===== config.mk =====
export PLATFORM = sky130hd
export DESIGN_NAME = manchester_half_bit_edge_classifier
export DESIGN_NICKNAME = d
export VERILOG_FILES = /design/src/rtl/mhbec_pkg.sv /design/src/rtl/manchester_half_bit_edge_classifier.sv
export SDC_FILE = /design/constraint.sdc
export NUM_CORES = 1
export LEC_CHECK = 0
export BUFFER_PORTS_ARGS = -buffer_cell sky130_fd_sc_hd__buf_2
export CORE_MARGIN = 2
export CORE_UTILIZATION = 48
export DETAILED_ROUTE_END_ITERATION = 12
export GPL_TIMING_DRIVEN = 0
export PLACE_DENSITY = 0.67
export SETUP_SLACK_MARGIN = 0.02
export SYNTH_ARGS = -nofsm -noshare
export SYNTH_HDL_FRONTEND = slang
export SYNTH_SLANG_ARGS = --single-unit
export TNS_END_PERCENT = 1

===== constraint.sdc =====
create_clock -name i_clk -period 4.35 [get_ports i_clk]
set_input_delay 0 -clock i_clk [delete_from_list [all_inputs] [get_ports i_clk]]
set_output_delay 0 -clock i_clk [all_outputs]
set_load 0.03 [all_outputs]

===== src/rtl/mhbec_pkg.sv =====
// ----------------------------------------------------------------------------
// mhbec_pkg: shared definitions for the Manchester half-bit edge classifier
// Store sizes, gap thresholds, register indexes and the result record type.
// ----------------------------------------------------------------------------
package mhbec_pkg;

    // half-bit store
    localparam int HALF_BIT_DEPTH = 64;
    localparam int ADDR_W         = $clog2(HALF_BIT_DEPTH);
    localparam int CNT_W          = $clog2(HALF_BIT_DEPTH + 1);
    localparam logic [CNT_W-1:0] DEPTH_C = CNT_W'(HALF_BIT_DEPTH);

    // field widths
    localparam int GAP_W  = 16;
    localparam int IDX_W  = 7;
    localparam int CFG_AW = 2;

    // gap thresholds in us
    localparam logic [GAP_W-1:0] GAP_IGNORE = 16'd317;
    localparam logic [GAP_W-1:0] GAP_ONE    = 16'd517;
    localparam logic [GAP_W-1:0] GAP_GREY   = 16'd633;
    localparam logic [GAP_W-1:0] GAP_TWO    = 16'd1033;

    // register indexes
    localparam logic [CFG_AW-1:0] CFG_STOP_TIME = 2'd0;
    localparam logic [CFG_AW-1:0] CFG_PDOWN_TIME = 2'd1;
    localparam logic [CFG_AW-1:0] CFG_INVERT    = 2'd2;

    // register reset values
    localparam logic [GAP_W-1:0] STOP_TIME_RST  = 16'd2400;
    localparam logic [GAP_W-1:0] PDOWN_TIME_RST = 16'd45000;

    // input kinds
    localparam logic KIND_EDGE    = 1'b0;
    localparam logic KIND_RESTART = 1'b1;

    // result queue
    localparam int FIFO_DEPTH = 4;
    localparam int FIFO_AW    = $clog2(FIFO_DEPTH);
    localparam int FIFO_CW    = $clog2(FIFO_DEPTH + 1);

    typedef struct packed {
        logic             rec_valid;
        logic             rec_value;
        logic             rec_mid;
        logic [IDX_W-1:0] rec_index;
        logic             tim_err;
        logic             last;
    } t_result;

    typedef struct packed {
        logic             value;
        logic [GAP_W-1:0] gap;
    } t_half_bit;

endpackage


===== src/rtl/manchester_half_bit_edge_classifier.sv =====
// ----------------------------------------------------------------------------
// manchester_half_bit_edge_classifier: Manchester half-bit edge classifier
// Classifies line edges by the gap since the previous edge and stores
// half-bit records for a Manchester frame decoder.
// ----------------------------------------------------------------------------
// Each input transfer is a line edge (with the us since the previous edge) or
// a frame restart. The edge is classified against the frame state in the same
// cycle it is taken, so a new edge may follow every cycle unless the input
// stalls. An edge that writes two half bits into the store stalls the input
// while its second record is pending, because the half-bit store has a single
// write port and takes the second record in the following cycle. Results
// leave through a four-entry queue, one per cycle unless stalled, so output
// stalls do not stall the input until the queue has less than two free
// entries. The first result shows in the cycle after the input transfer.
// Configuration is always ready; write it only while the block is idle. The
// half-bit store is not cleared at reset: its contents are undefined until
// written.
// ----------------------------------------------------------------------------
module manchester_half_bit_edge_classifier import mhbec_pkg::*; (
    input  logic              i_clk,
    input  logic              i_rst_n,
    // configuration write channel
    input  logic              i_cfg_valid,
    output logic              o_cfg_ready,
    input  logic [CFG_AW-1:0] i_cfg_index,
    input  logic [GAP_W-1:0]  i_cfg_data,
    // input channel
    input  logic              i_in_valid,
    output logic              o_in_stall,
    input  logic              i_kind,
    input  logic              i_line_level,
    input  logic [GAP_W-1:0]  i_elapsed_us,
    // result channel
    output logic              o_out_valid,
    input  logic              i_out_stall,
    output logic              o_record_valid,
    output logic              o_record_value,
    output logic              o_record_at_middle,
    output logic [IDX_W-1:0]  o_record_index,
    output logic              o_timing_error,
    output logic              o_last
);

    // configuration registers
    logic [GAP_W-1:0] r_stop_time;
    logic [GAP_W-1:0] r_pdown_time;
    logic             r_invert;

    // frame state
    logic             r_recv,  n_recv;
    logic             r_mid,   n_mid;
    logic [CNT_W-1:0] r_cnt,   n_cnt;

    // half-bit store (value and gap time), single write port
    t_half_bit        mem_hb [HALF_BIT_DEPTH];

    // second record of a two half-bit edge, written in the next cycle
    logic              r_pend;
    logic [ADDR_W-1:0] r_pend_addr;
    t_half_bit         r_pend_data;

    // result queue
    t_result           r_fifo [FIFO_DEPTH];
    logic [FIFO_AW-1:0] r_wptr;
    logic [FIFO_AW-1:0] r_rptr;
    logic [FIFO_CW-1:0] r_fcnt;

    // classification outputs
    t_result           w_res0;
    t_result           w_res1;
    logic              w_two;
    logic              w_wr0_en;
    logic [ADDR_W-1:0] w_wr0_addr;
    t_half_bit         w_wr0_data;
    logic              w_wr1_en;
    logic [ADDR_W-1:0] w_wr1_addr;
    t_half_bit         w_wr1_data;

    logic              w_edge;
    logic              w_long_err;
    logic              w_store0;
    logic              w_store1;
    logic [CNT_W-1:0]  w_cnt1;
    logic [CNT_W-1:0]  w_cnt2;
    logic              w_in_acc;
    logic              w_pop;
    logic [FIFO_CW-1:0] w_push_n;
    t_result           w_head;

    // ------------------------------------------------------------------
    // Handshakes
    // ------------------------------------------------------------------
    assign o_cfg_ready = 1'b1;
    // need two free queue entries, and the store port must be free
    assign o_in_stall  = r_pend | (r_fcnt > FIFO_CW'(FIFO_DEPTH - 2));
    assign w_in_acc    = i_in_valid & ~o_in_stall;
    assign w_pop       = (r_fcnt != '0) & ~i_out_stall;

    // ------------------------------------------------------------------
    // Edge classification
    // ------------------------------------------------------------------
    // edge type: 1 rising, 0 falling
    assign w_edge     = i_line_level ^ r_invert;
    // long gap is legal only once the stop / power-down time has passed
    assign w_long_err = w_edge ? (i_elapsed_us < r_stop_time)
                               : (i_elapsed_us < r_pdown_time);

    // count after the first and second half bit (saturating at store size)
    assign w_store0 = r_cnt < DEPTH_C;
    assign w_cnt1   = r_cnt + CNT_W'(w_store0);
    assign w_store1 = w_cnt1 < DEPTH_C;
    assign w_cnt2   = w_cnt1 + CNT_W'(w_store1);

    always_comb begin
        n_recv     = r_recv;
        n_mid      = r_mid;
        n_cnt      = r_cnt;
        w_two      = 1'b0;

        // default: no record, current count, last
        w_res0           = '0;
        w_res0.rec_index = IDX_W'(r_cnt);
        w_res0.last      = 1'b1;
        w_res1           = '0;
        w_res1.rec_index = IDX_W'(r_cnt);
        w_res1.last      = 1'b1;

        w_wr0_en         = 1'b0;
        w_wr0_addr       = r_cnt[ADDR_W-1:0];
        w_wr0_data.value = w_edge;
        w_wr0_data.gap   = i_elapsed_us;
        w_wr1_en         = 1'b0;
        w_wr1_addr       = w_cnt1[ADDR_W-1:0];
        w_wr1_data.value = w_edge;
        w_wr1_data.gap   = i_elapsed_us;

        if (i_kind == KIND_RESTART) begin
            n_recv           = 1'b0;
            n_mid            = 1'b0;
            n_cnt            = '0;
            w_res0.rec_index = '0;
        end else if (!r_recv) begin
            // first edge of a frame opens a bit
            n_recv           = 1'b1;
            n_mid            = 1'b0;
            n_cnt            = w_cnt1;
            w_wr0_en         = w_store0;
            w_res0.rec_valid = w_store0;
            w_res0.rec_value = w_edge;
            w_res0.rec_index = IDX_W'(w_cnt1);
        end else if (i_elapsed_us <= GAP_IGNORE) begin
            // glitch, nothing to do
        end else if (!r_mid) begin
            if (i_elapsed_us < GAP_ONE) begin
                n_mid            = 1'b1;
                n_cnt            = w_cnt1;
                w_wr0_en         = w_store0;
                w_res0.rec_valid = w_store0;
                w_res0.rec_value = w_edge;
                w_res0.rec_mid   = 1'b1;
                w_res0.rec_index = IDX_W'(w_cnt1);
            end else begin
                w_res0.tim_err = w_long_err;
            end
        end else if (i_elapsed_us < GAP_ONE) begin
            n_mid            = 1'b0;
            n_cnt            = w_cnt1;
            w_wr0_en         = w_store0;
            w_res0.rec_valid = w_store0;
            w_res0.rec_value = w_edge;
            w_res0.rec_index = IDX_W'(w_cnt1);
        end else if (i_elapsed_us < GAP_GREY) begin
            w_res0.tim_err = 1'b1;
        end else if (i_elapsed_us < GAP_TWO) begin
            // two half bits: inserted bit start carries the line level
            w_two            = 1'b1;
            n_mid            = 1'b1;
            n_cnt            = w_cnt2;
            w_wr0_en         = w_store0;
            w_wr0_data.value = i_line_level;
            w_res0.rec_valid = w_store0;
            w_res0.rec_value = i_line_level;
            w_res0.rec_index = IDX_W'(w_cnt1);
            w_res0.last      = 1'b0;
            w_wr1_en         = w_store1;
            w_res1.rec_valid = w_store1;
            w_res1.rec_value = w_edge;
            w_res1.rec_mid   = 1'b1;
            w_res1.rec_index = IDX_W'(w_cnt2);
        end else begin
            w_res0.tim_err = w_long_err;
        end
    end

    // ------------------------------------------------------------------
    // Configuration and frame state
    // ------------------------------------------------------------------
    always_ff @(posedge i_clk) begin
        if (!i_rst_n) begin
            r_stop_time  <= STOP_TIME_RST;
            r_pdown_time <= PDOWN_TIME_RST;
            r_invert     <= 1'b0;
        end else if (i_cfg_valid && o_cfg_ready) begin
            case (i_cfg_index)
                CFG_STOP_TIME:  r_stop_time  <= i_cfg_data;
                CFG_PDOWN_TIME: r_pdown_time <= i_cfg_data;
                CFG_INVERT:     r_invert     <= i_cfg_data[0];
                default: ;
            endcase
        end
    end

    always_ff @(posedge i_clk) begin
        if (!i_rst_n) begin
            r_recv <= 1'b0;
            r_mid  <= 1'b0;
            r_cnt  <= '0;
            r_pend <= 1'b0;
        end else begin
            if (w_in_acc) begin
                r_recv <= n_recv;
                r_mid  <= n_mid;
                r_cnt  <= n_cnt;
            end
            r_pend <= w_in_acc & w_two & w_wr1_en;
        end
    end

    always_ff @(posedge i_clk) begin
        if (w_in_acc) begin
            r_pend_addr <= w_wr1_addr;
            r_pend_data <= w_wr1_data;
        end
    end

    // ------------------------------------------------------------------
    // Half-bit store: one write per cycle; input is held while a second
    // record is pending, so the two sources never collide
    // ------------------------------------------------------------------
    always_ff @(posedge i_clk) begin
        if (w_in_acc && w_wr0_en) begin
            mem_hb[w_wr0_addr] <= w_wr0_data;
        end else if (r_pend) begin
            mem_hb[r_pend_addr] <= r_pend_data;
        end
    end

    // ------------------------------------------------------------------
    // Result queue
    // ------------------------------------------------------------------
    assign w_push_n = w_in_acc ? (w_two ? FIFO_CW'(2) : FIFO_CW'(1)) : '0;

    always_ff @(posedge i_clk) begin
        if (w_in_acc) begin
            r_fifo[r_wptr] <= w_res0;
            if (w_two) begin
                r_fifo[r_wptr + FIFO_AW'(1)] <= w_res1;
            end
        end
    end

    always_ff @(posedge i_clk) begin
        if (!i_rst_n) begin
            r_wptr <= '0;
            r_rptr <= '0;
            r_fcnt <= '0;
        end else begin
            r_wptr <= r_wptr + w_push_n[FIFO_AW-1:0];
            r_rptr <= r_rptr + FIFO_AW'(w_pop);
            r_fcnt <= r_fcnt + w_push_n - FIFO_CW'(w_pop);
        end
    end

    assign w_head             = r_fifo[r_rptr];
    assign o_out_valid        = r_fcnt != '0;
    assign o_record_valid     = w_head.rec_valid;
    assign o_record_value     = w_head.rec_value;
    assign o_record_at_middle = w_head.rec_mid;
    assign o_record_index     = w_head.rec_index;
    assign o_timing_error     = w_head.tim_err;
    assign o_last             = w_head.last;

endmodule


==> flow_metrics.py <==
metrics = {
    "worst_setup_path": {
        "endpoint_kind": "register",
        "required_ps": 4430,
        "worstSetupPathType": "reg2reg",
        "path_max_fanout": 7,
        "arrival_ps": 3760,
        "cp-start-kind": "register",
    },
    "pwr": {
        "swShare": 0.324,
        "ir_worst_vdd_mv": 0.203,
        "power_frac_comb": 0.286,
        "p_per_area_nw_per_um2": 389,
        "p_switching_mw": 0.871,
        "power.internal_mw": 1.82,
        "p_clk_frac": 0.304,
        "sequentialPowerShare": 0.410,
        "p_leak_nw": 2.70,
    },
    "timing": {
        "setup_viol": 0,
        "setup_tns_ps": 0,
        "rsz0062_at_grt": "no",
        "skew_ps": 8.88,
        "worstMarginPinSlew_ps": 959,
        "fmax_ghz": 0.272,
        "period_needed_ps": 3680,
        "maxSlewViolCount": 0,
        "slew_headroom": 0.356,
        "min_period_over_period": 0.846,
        "finalHoldViolations": 0,
    },
    "floorplan": {
        "die_height_um": 116,
        "fp.coreArea_um2": 12100,
        "row_count": 40,
        "fp.dieW_um": 116,
        "dieArea_um2": 13400,
        "start_util": 0.494,
        "ioPinCount": 56,
    },
    "global_route": {
        "antenna_found_initial": 0,
        "grt_pass1_wl_um": 24500,
        "grt_max_degree": 17,
        "grtUsageTotal": 0.239,
        "grt_overflow_total": 0,
        "grt_pass1_vias": 4898,
    },
    "cts": {
        "numCtsBuffers": 9,
        "cts_tree": "yes",
        "cts_sinks": 98,
        "postCtsSetupRepairBufs": 0,
        "cts-root-buf": "clkbuf_16",
        "clk_latency_ps": 350,
        "cts.path.max_buffers": 2,
        "clk_pin_slew_ps": 70,
        "h-tree-depth": 3,
    },
    "layout": {
        "multi_input_area_um2": 3270,
        "fill_cells": 1114,
        "n_antenna_cell": 0,
        "regArea_um2": 2360,
        "syn_to_final_growth_pct": 15.6,
        "fin_nets": 785,
        "final_cell_count_no_fill": 875,
        "drive_above_1_share": 0.164,
        "final_util": 0.571,
    },
    "routing": {
        "drtPass1Iterations": 4,
        "wire_per_inst_um": 17.1,
        "vias": 4963,
        "ant_nets": 0,
        "via_per_inst": 5.67,
        "drc": 0,
        "wl_um": 15000,
        "drt_iter0_drc": 496,
    },
    "place": {
        "place_congestion": 0.876,
        "dp.cells": 843,
        "port_buffers": 52,
        "dpl.hpwl_um": 11300,
    },
    "logic_synthesis": {
        "yosys_warnings": 0,
        "synth-seq-cells": 98,
        "ys_seq_area_frac": 0.395,
        "synth_cell_types": 74,
        "synth_cells": 623,
        "synth_flop_cell": "dfxtp_1",
        "async_flop_share": 0,
        "syn_avg_cell_area_um2": 9.60,
        "synth-edff-count": 40,
        "synthesis.area_um2": 5980,
        "syn-num-nets": 706,
    },
    "min_path": {
        "hold_class": "in2reg",
    },
    "flow_run": {
        "maxCapViolations": 0,
    },
    "outcome": {
        "status": "completed",
    },
}
## critical path, stage by stage (launching register included)
cell,delay (ps)
dfxtp_1,330
inv_1,150
ha_1,330
ha_1,270
nand3_1,180
nor2_1,250
xnor2_1,230
ha_1,260
ha_1,290
a21o_1,200
a22o_1,170
a22oi_1,210
xor2_1,390
o22ai_1,160
## synth_stat cells (4+ instances only)
cell type,count,area share
and2_1,10,0.010
o22ai_1,25,0.026
xor2_1,12,0.018
a21boi_0,19,0.024
a22o_1,10,0.015
nor2_1,24,0.015
nand4_1,8,0.0084
buf_6,4,0.0075
nand2_1,89,0.056
nand3_1,14,0.012
o21ai_0,18,0.015
o31ai_1,7,0.0088
ha_1,41,0.086
xnor2_1,10,0.015
and3_1,10,0.010
mux4_2,12,0.045
o21a_1,7,0.0088
dfxtp_1,58,0.19
a211oi_1,4,0.0050
a21oi_1,10,0.0084
inv_1,45,0.028
mux2i_1,6,0.010
clkbuf_1,25,0.016
edfxtp_1,40,0.20
a31oi_1,4,0.0042
a21o_1,7,0.0088
nand2b_1,5,0.0052
o211ai_1,21,0.026
nor2b_1,7,0.0073
## stage by stage
stage	power, mW	area, µm²	hold WS (ps)	setup slack (ps)
2_1_floorplan	1.67	5980	138	1450
3_3_place_gp	1.86	6450	242	736
3_5_place_dp	1.88	6450	257	728
4_1_cts	2.71	6920	56.3	731
5_1_grt	2.83	6920	91.5	481
6_report	2.69	6920	71.5	671
## timing repair
| action | in CTS | in global routing |
|---|---|---|
| hold endpoints to repair | 33 | 0 |
| hold buffers | 16 | 0 |
| gates resized for setup | 0 | 0 |
## power groups by stage
| stage | clock network, mW | registers [mW] | logic [mW] |
|---|---|---|---|
| after floorplan | 0 | 1.11 | 0.566 |
| after global placement | 0 | 1.12 | 0.742 |
| after detailed placement | 0 | 1.13 | 0.759 |
| after CTS | 0.831 | 1.10 | 0.771 |
| after global routing | 0.870 | 1.11 | 0.849 |
| final | 0.818 | 1.10 | 0.768 |
## metal layers
| layer | share of wire | vias to the layer above | GRT usage |
|---|---|---|---|
| met5 | 0 | - | 0 |
| met4 | 0.015 | 0 | 0.0683 |
| met3 | 0.052 | 19 | 0.0628 |
| met2 | 0.50 | 156 | 0.425 |
| met1 | 0.43 | 2371 | 0.287 |
| li1 | - | 2417 | - |
## path summary, 6_finish.rpt
kind / slack, ps / startpoint / end / cells past startpoint
max: 670 / r_cnt[6] / r_fifo[0][6] / 13
min: 70 / i_cfg_valid / r_invert / 4
max reg2reg: 670 / r_cnt[6] / r_fifo[0][6] / 13
min reg2reg: 460 / r_pdown_time[2] / r_pdown_time[2] / 2
## cells by family (layout without fill, tap and decap cells)
logic type                 count (synthesis)  after routing  synth area share
AOI/OAI and AO/OA                        159            159             0.193
other                                      1              1          0.000627
DFF                                       98             98             0.395
xor gates and xnor gates                  22             22            0.0322
muxes                                     19             19            0.0571
buffers and inverters                     83            167            0.0590
and+or+nand+nor                          199            199             0.174
adders and majority gates                 42             42            0.0891
## layout by cell type (no fill, tap or decap), drive strengths merged, types with 3 or more instances in the layout
master / count
edfxtp: 40
a21o: 7
clkinvlp: 3
or2: 5
nand4: 8
nor2: 25
mux2i: 6
ha: 41
or3: 3
o31ai: 7
a2111oi: 3
a211oi: 5
a31oi: 5
mux4: 12
and2: 10
clkbuf: 36
xnor2: 10
o211ai: 21
xor2: 12
nand3: 19
inv: 47
nor3b: 3
o21a: 7
o22ai: 25
a21oi: 11
nand2b: 5
dfxtp: 58
nor3: 4
nor2b: 7
nand2: 90
a22o: 10
a21boi: 19
buf: 64
dlygate4sd3: 16
o21ai: 23
and3: 10
## area by class of cell
| type | instances | share of cell area |
|---|---|---|
| Clock buffer | 11 | 0.0351 |
| Inverter | 46 | 0.0250 |
| Timing Repair Buffer | 68 | 0.0608 |
| Multi-Input combinational cell | 442 | 0.472 |
| Tap cell | 168 | 0.0304 |
| Clock inverter | 5 | 0.00887 |
| Buffer | 37 | 0.0261 |
| Sequential cell | 98 | 0.342 |
## registers in the layout (all words and copies together) (netlist names)
register / count
r_wptr: 2
r_recv: 1
r_rptr: 2
r_cnt: 7
r_pdown_time: 16
r_invert: 1
r_pend: 1
r_mid: 1
r_stop_time: 16
r_fcnt: 3
r_fifo: 48
No activity file was read; power rests on OpenSTA's default activity.
